$ cat src/hw/rtl/snx_pkg.sv
// Shared types, constants and helper functions of the 2-D simplex noise block.
package snx_pkg;

    localparam int COORD_FRAC_BITS = 16;
    localparam int TABLE_SIZE_DEF  = 256;

    localparam logic OP_WRITE  = 1'b0;
    localparam logic OP_SAMPLE = 1'b1;

    // Skew factors as Q0.32 fractions.
    localparam logic signed [31:0] SKEW_C   = 32'sd1572067139;
    localparam logic signed [31:0] UNSKEW_C = 32'sd907633386;

    localparam int DW    = 24;                      // corner offset width
    localparam int IW    = 34 - COORD_FRAC_BITS;    // lattice index width
    localparam int TW    = COORD_FRAC_BITS - 1;     // attenuation t
    localparam int T2W   = 2 * TW - COORD_FRAC_BITS;
    localparam int T4W   = 2 * T2W - COORD_FRAC_BITS;
    localparam int DOTW  = COORD_FRAC_BITS + 2;
    localparam int CW    = T4W + 1 + DOTW;          // one corner's share
    localparam int SUMW  = CW + 2;
    localparam int SCLW  = SUMW + 6;
    localparam int QW    = 2 * DW + 2;
    localparam int OUTW  = 18;

    localparam int SCALE       = 40;
    localparam int OUT_SHIFT   = 2 * COORD_FRAC_BITS - 16;
    localparam int GSTEP       = 907633386 >> (32 - COORD_FRAC_BITS);
    localparam int MOD12_RECIP = 171;
    localparam int MOD12_SHIFT = 11;
    localparam int GRAD_COUNT  = 12;

    localparam logic signed [DW-1:0] ONE_D = DW'(1 << COORD_FRAC_BITS);
    localparam logic signed [DW-1:0] G1_D  = DW'(GSTEP);
    localparam logic signed [DW-1:0] G2_D  = DW'(2 * GSTEP);
    localparam logic signed [QW-1:0] HALF_Q = QW'(64'sd1 <<< (2 * COORD_FRAC_BITS - 1));
    localparam logic signed [SCLW-1:0] OUT_MAX = SCLW'(131071);
    localparam logic signed [SCLW-1:0] OUT_MIN = -SCLW'(131072);

    typedef struct packed {
        logic valid;
        logic smp;
    } snx_ctl_t;

    // Hash byte reduced to a gradient index 0..11 by reciprocal multiplication.
    function automatic logic [3:0] grad_index(input logic [7:0] v);
        logic [15:0] p;
        logic [4:0]  q;
        logic [7:0]  r;
        p = 16'(v) * 16'(MOD12_RECIP);
        q = p[MOD12_SHIFT +: 5];
        r = v - 8'(q) * 8'(GRAD_COUNT);
        return r[3:0];
    endfunction

    // Dot product of the selected gradient with the corner offset.
    function automatic logic signed [DW:0] grad_dot(input logic [3:0] h,
                                                    input logic signed [DW-1:0] dx,
                                                    input logic signed [DW-1:0] dy);
        logic signed [DW:0] ex;
        logic signed [DW:0] ey;
        logic signed [DW:0] r;
        ex = (DW+1)'(dx);
        ey = (DW+1)'(dy);
        case (h) inside
            4'd0, 4'd8:  r = ex + ey;
            4'd1, 4'd9:  r = ey - ex;
            4'd2, 4'd10: r = ex - ey;
            4'd3, 4'd11: r = -ex - ey;
            4'd4:        r = ex;
            4'd5:        r = -ex;
            4'd6:        r = ey;
            4'd7:        r = -ey;
            default:     r = '0;
        endcase
        return r;
    endfunction

endpackage

$ cat src/hw/rtl/snx_skew.sv
// Skew pipeline: lattice cell and first corner offset of each sample point.
module snx_skew
    import snx_pkg::*;
#(
    parameter int TABLE_SIZE = TABLE_SIZE_DEF,
    localparam int IDX_W = $clog2(TABLE_SIZE)
)
(
    input  logic                   clk,
    input  logic                   rst_n,
    input  snx_ctl_t               in_ctl,
    output logic                   in_ready,
    input  logic [IDX_W-1:0]       in_widx,
    input  logic [7:0]             in_wval,
    input  logic signed [31:0]     in_x,
    input  logic signed [31:0]     in_y,
    output snx_ctl_t               out_ctl,
    input  logic                   out_ready,
    output logic [IDX_W-1:0]       out_widx,
    output logic [7:0]             out_wval,
    output logic [IDX_W-1:0]       out_i,
    output logic [IDX_W-1:0]       out_j,
    output logic signed [DW-1:0]   out_x0,
    output logic signed [DW-1:0]   out_y0
);

    localparam int N = 4;

    logic [N:1] v_reg;
    logic [N:1] smp_reg;
    logic [N:1] en;
    logic [IDX_W-1:0] widx_reg [N];
    logic [7:0]       wval_reg [N];

    logic signed [31:0] x1_reg, y1_reg, x2_reg, y2_reg, x3_reg, y3_reg;
    logic signed [32:0] sxy;
    logic signed [64:0] p1_reg;
    logic signed [32:0] s2;
    logic signed [33:0] xs2, ys2;
    logic signed [IW-1:0] i2_reg, j2_reg, i3_reg, j3_reg;
    logic signed [IW:0]   ij3;
    logic signed [IW+32:0] up3_reg;
    logic signed [34:0] u4;
    logic signed [35:0] x0f, y0f;
    logic signed [DW-1:0] x0_reg, y0_reg;
    logic [IDX_W-1:0] i4_reg, j4_reg;

    always_comb
    begin
        en[N] = !v_reg[N] || out_ready;
        for (int k = N - 1; k >= 1; k--)
        begin
            en[k] = !v_reg[k] || en[k+1];
        end
    end

    assign in_ready = en[1];

    always_ff @(posedge clk or negedge rst_n)
    begin
        if (!rst_n)
        begin
            v_reg <= '0;
        end
        else
        begin
            if (en[1]) v_reg[1] <= in_ctl.valid;
            for (int k = 2; k <= N; k++)
            begin
                if (en[k]) v_reg[k] <= v_reg[k-1];
            end
        end
    end

    always_ff @(posedge clk)
    begin
        if (en[1])
        begin
            smp_reg[1]  <= in_ctl.smp;
            widx_reg[0] <= in_widx;
            wval_reg[0] <= in_wval;
        end
        for (int k = 2; k <= N; k++)
        begin
            if (en[k])
            begin
                smp_reg[k]    <= smp_reg[k-1];
                widx_reg[k-1] <= widx_reg[k-2];
                wval_reg[k-1] <= wval_reg[k-2];
            end
        end
    end

    assign sxy = 33'(in_x) + 33'(in_y);
    assign s2  = 33'(p1_reg >>> 32);
    assign xs2 = 34'(x1_reg) + 34'(s2);
    assign ys2 = 34'(y1_reg) + 34'(s2);
    assign ij3 = (IW+1)'(i2_reg) + (IW+1)'(j2_reg);
    assign u4  = 35'(up3_reg >>> (32 - COORD_FRAC_BITS));
    assign x0f = 36'(x3_reg) - (36'(i3_reg) <<< COORD_FRAC_BITS) + 36'(u4);
    assign y0f = 36'(y3_reg) - (36'(j3_reg) <<< COORD_FRAC_BITS) + 36'(u4);

    always_ff @(posedge clk)
    begin
        if (en[1])
        begin
            x1_reg <= in_x;
            y1_reg <= in_y;
            p1_reg <= 65'(sxy) * 65'(SKEW_C);
        end
        if (en[2])
        begin
            x2_reg <= x1_reg;
            y2_reg <= y1_reg;
            i2_reg <= IW'(xs2 >>> COORD_FRAC_BITS);
            j2_reg <= IW'(ys2 >>> COORD_FRAC_BITS);
        end
        if (en[3])
        begin
            x3_reg  <= x2_reg;
            y3_reg  <= y2_reg;
            i3_reg  <= i2_reg;
            j3_reg  <= j2_reg;
            up3_reg <= (IW+33)'(ij3) * (IW+33)'(UNSKEW_C);
        end
        if (en[4])
        begin
            x0_reg <= x0f[DW-1:0];
            y0_reg <= y0f[DW-1:0];
            i4_reg <= i3_reg[IDX_W-1:0];
            j4_reg <= j3_reg[IDX_W-1:0];
        end
    end

    assign out_ctl.valid = v_reg[N];
    assign out_ctl.smp   = smp_reg[N];
    assign out_widx      = widx_reg[N-1];
    assign out_wval      = wval_reg[N-1];
    assign out_i         = i4_reg;
    assign out_j         = j4_reg;
    assign out_x0        = x0_reg;
    assign out_y0        = y0_reg;

endmodule

$ cat config.mk
export PLATFORM = sky130hd
export DESIGN_NAME = snx_skew
export DESIGN_NICKNAME = d
export VERILOG_FILES = /design/src/hw/rtl/snx_pkg.sv /design/src/hw/rtl/snx_skew.sv
export SDC_FILE = /design/constraint.sdc
export NUM_CORES = 2
export LEC_CHECK = 0
export CELL_PAD_IN_SITES_DETAIL_PLACEMENT = 1
export CELL_PAD_IN_SITES_GLOBAL_PLACEMENT = 2
export CORE_AREA = 2 2 353 267
export CTS_BUF_LIST = sky130_fd_sc_hd__clkbuf_8
export DETAILED_ROUTE_END_ITERATION = 7
export DIE_AREA = 0 0 355 269
export DONT_BUFFER_PORTS = 1
export PLACE_DENSITY = 0.95
export RECOVER_POWER = 100
export SYNTH_ARGS = -nofsm -noshare
export SYNTH_HDL_FRONTEND = slang
export SYNTH_SLANG_ARGS = --single-unit
$ cat constraint.sdc
create_clock -name clk -period 20.3 [get_ports clk]
set_clock_uncertainty 0.15 [all_clocks]
set_input_delay 2.03 -clock clk [delete_from_list [all_inputs] [get_ports clk]]
set_output_delay 2.03 -clock clk [all_outputs]
set_load 0.02 [all_outputs]
==> results.sh <==
export IMPL_core_um2=92480
export IMPL_grt_antenna_before_repair=14
export IMPL_cts_resized=0
export IMPL_hold_class="register to register"
export IMPL_cts_hold_buf=0
export IMPL_cp_top_family="adder cells"
export IMPL_h_tree_depth=3
export IMPL_wl_per_cell_um=25.60
export IMPL_rows=97
export IMPL_critPathSlowestCell="o21ai_0"
export IMPL_synthToLayoutAreaGrowth_pct=6.710
export IMPL_cp_required_ns=20.54
export IMPL_violations="max-capacitance violations, max-slew violations"
export IMPL_cts_made_buffers=74
export IMPL_largest_register_ff_count=33
export IMPL_grt_pass1_vias=33260
export IMPL_routabilityCongestion=0.9930
export IMPL_critPathKind="input port to register"
export IMPL_avgSynthCellArea_um2=11.44
export IMPL_synth_seq_area_share_pct=26.58
export IMPL_drive_gt1_share_pct=3.496
export IMPL_cts_tree="built"
export IMPL_ant_nets=0
export IMPL_clock_sinks=405
export IMPL_cp_max_fo=5
export IMPL_muxShareOfSynthArea_pct=0.04930
export IMPL_worst_pin_slew_ns=4.717
export IMPL_syn_cell_area_um2=45680
export IMPL_synthAdderAreaFrac_pct=49.40
export IMPL_clock_path_buffers=3
export IMPL_critical_path_endpoint_type="register"
export IMPL_grt_pass1_wl_mm=207.4
export IMPL_slowest_delay_ns=0.73
export IMPL_drc=0
export IMPL_dr_wl_met3_mm=14.31
export IMPL_wl_met1_mm=56.88
export IMPL_status="finished with violations"
export IMPL_ys_warn_count=0
export IMPL_synth_ff_type="edfxtp_1"
export IMPL_track_usage_pct=29.82
export IMPL_r2r_slack_ns=9.55
export IMPL_fin_ws_ns=7.493
export IMPL_async_reset_ff_share_pct=0.9877
export IMPL_rsz0062_at_grt="false"
export IMPL_root_buffer="clkbuf_8"
export IMPL_max_freq_ghz=0.07808
export IMPL_tns_ns=0
export IMPL_fin_crit_ns=12.81
export IMPL_final_setup_viol_count=0
export IMPL_hpwlAfterDp_mm=121.4
export IMPL_top_layer_used="met5"
export IMPL_pin_count=168
export IMPL_grt_max_degree=82
export IMPL_postCtsSetupRepairBufs=0
export IMPL_dp_slack_ns=7.174
export IMPL_die_area_um2=95500
export IMPL_die_w_um=355
export IMPL_start_kind="input port"
export IMPL_synth_edf_count=401
export IMPL_wl_met2_mm=62.34
export IMPL_synth_distinct_cells=74
export IMPL_synth_top_family_by_area="adder cells"
export IMPL_post_route_util_pct=52.71
export IMPL_drv_slew=418
export IMPL_synth_compound_area_share_pct=6.110
export IMPL_io_buffer_count=0
export IMPL_synth_cells=3993
export IMPL_routed_wl_mm=138.0
export IMPL_synth_xor_area_share_pct=4.078
export IMPL_worstPathArrival_ns=13.05
export IMPL_finalCritPeriodShare_pct=63.09
export IMPL_critPathBufInv=8
export IMPL_clk_latency_ns=0.67
export IMPL_yosys_register_bits=405
export IMPL_syn_num_nets=5469
export IMPL_layout_nets=5569
export IMPL_clkTransAtPathRegs_ns=0.06
export IMPL_chipHeight_um=269
export IMPL_dr_pass1_iters=7
export IMPL_drtIter0Drc=1886
export IMPL_slew_headroom_pct=-214.5
export IMPL_finalHoldViolations=0
export IMPL_initial_core_util_pct=49.40
export IMPL_viasPerCell=5.393
export IMPL_overflow=0
export IMPL_synthSimpleGateAreaFrac_pct=3.985
export IMPL_max_cap_viol_count=9
export IMPL_fill_cells=9864
export IMPL_dr_total_vias=29070
[final timing paths]
kind                             from  cells past startpoint          end
setup / recovery              in_x[0]                     40   p1_reg[57]
hold / removal             y2_reg[20]                      0   y3_reg[20]
setup reg to reg            i2_reg[0]                     33  up3_reg[39]
hold reg to reg            y2_reg[20]                      0   y3_reg[20]
max in group asynchronous       rst_n                      0     v_reg[4]
min in group asynchronous       rst_n                      0     v_reg[2]
[cell type report]
cell class | count | area, µm² | share of cell area (%)
sequential | 405 | 12140 | 24.91
clock inverter | 57 | 364.1 | 0.7469
timing repair buffer | 35 | 226.5 | 0.4646
multi-input combinational | 2399 | 29010 | 59.51
tap | 1237 | 1548 | 3.175
antenna | 6 | 15.01 | 0.03080
inverter | 1178 | 4423 | 9.073
clock buffer | 74 | 1018 | 2.089
[cells by family after synthesis]
family,after synthesis
flops,405
mux,2
fa+ha+maj,1391
buf+inv,1189
simple gates,376
compound gates,419
xor+xnor,211
[through the flow]
step | hold WS (ns) | cells | cell area [µm²]
final | 0.2519 | 5391 | 48750
after floorplan | 0.2503 | 3993 | 45680
after CTS | 0.2451 | 5385 | 48860
after detailed placement | 0.2556 | 5254 | 47480
after global placement | 0.2503 | 5253 | 47470
after global routing | 0.2494 | 5386 | 48740
[cell usage in the layout, fill, tap and decap left out, types with 27 or more instances in the layout]
cell type / netlist / layout
o21a_1: 34 / 34
xnor2_1: 150 / 149
inv_1: 1178 / 1194
nor2_1: 116 / 117
clkbuf_8: 0 / 74
nor2b_1: 34 / 34
nand2_1: 69 / 69
fa_1: 688 / 688
nor3_1: 38 / 38
nand3_1: 27 / 27
ha_1: 703 / 703
a21oi_1: 121 / 123
edfxtp_1: 401 / 401
xor2_1: 59 / 59
o21ai_0: 51 / 66
a21o_1: 68 / 68
[Yosys cell counts, types with 3 or more instances]
master,count,area share (%)
or4_1,3,0.049
nand4_1,15,0.21
o211ai_1,10,0.16
buf_4,3,0.049
clkbuf_1,8,0.066
xnor2_1,150,2.9
a2111oi_0,3,0.058
o31ai_1,6,0.099
a21boi_1,3,0.049
xor2_1,59,1.1
dfrtp_1,4,0.22
a41oi_1,3,0.058
ha_1,703,19
edfxtp_1,401,26
inv_1,1178,9.7
and3_1,16,0.22
o21bai_1,20,0.33
o31a_1,4,0.077
nor2b_1,34,0.47
nand2_1,69,0.57
a211oi_1,11,0.18
or2_2,11,0.15
a221oi_1,4,0.077
nand2b_1,20,0.27
a21boi_0,3,0.049
nand3_1,27,0.30
o21ai_0,51,0.56
a211o_1,4,0.077
a31o_2,4,0.077
or3_1,8,0.11
o21a_1,34,0.56
nor3_1,38,0.42
o22ai_1,3,0.041
fa_1,688,30
a311oi_1,3,0.058
a21o_1,68,1.1
and2_1,12,0.16
a31oi_1,9,0.12
a21oi_1,121,1.3
a41o_1,4,0.088
nor2_1,116,0.95
o21ai_1,22,0.24
[layer usage]
metal	track usage [%]	vias to the layer above
li1	-	12900
met1	37.77	14900
met2	47.20	1000
met3	11.82	242
met4	8.509	22
met5	2.050	-
Power is not shown: default switching activity piles up to over one toggle a cycle in this logic, so the estimate is an artifact.
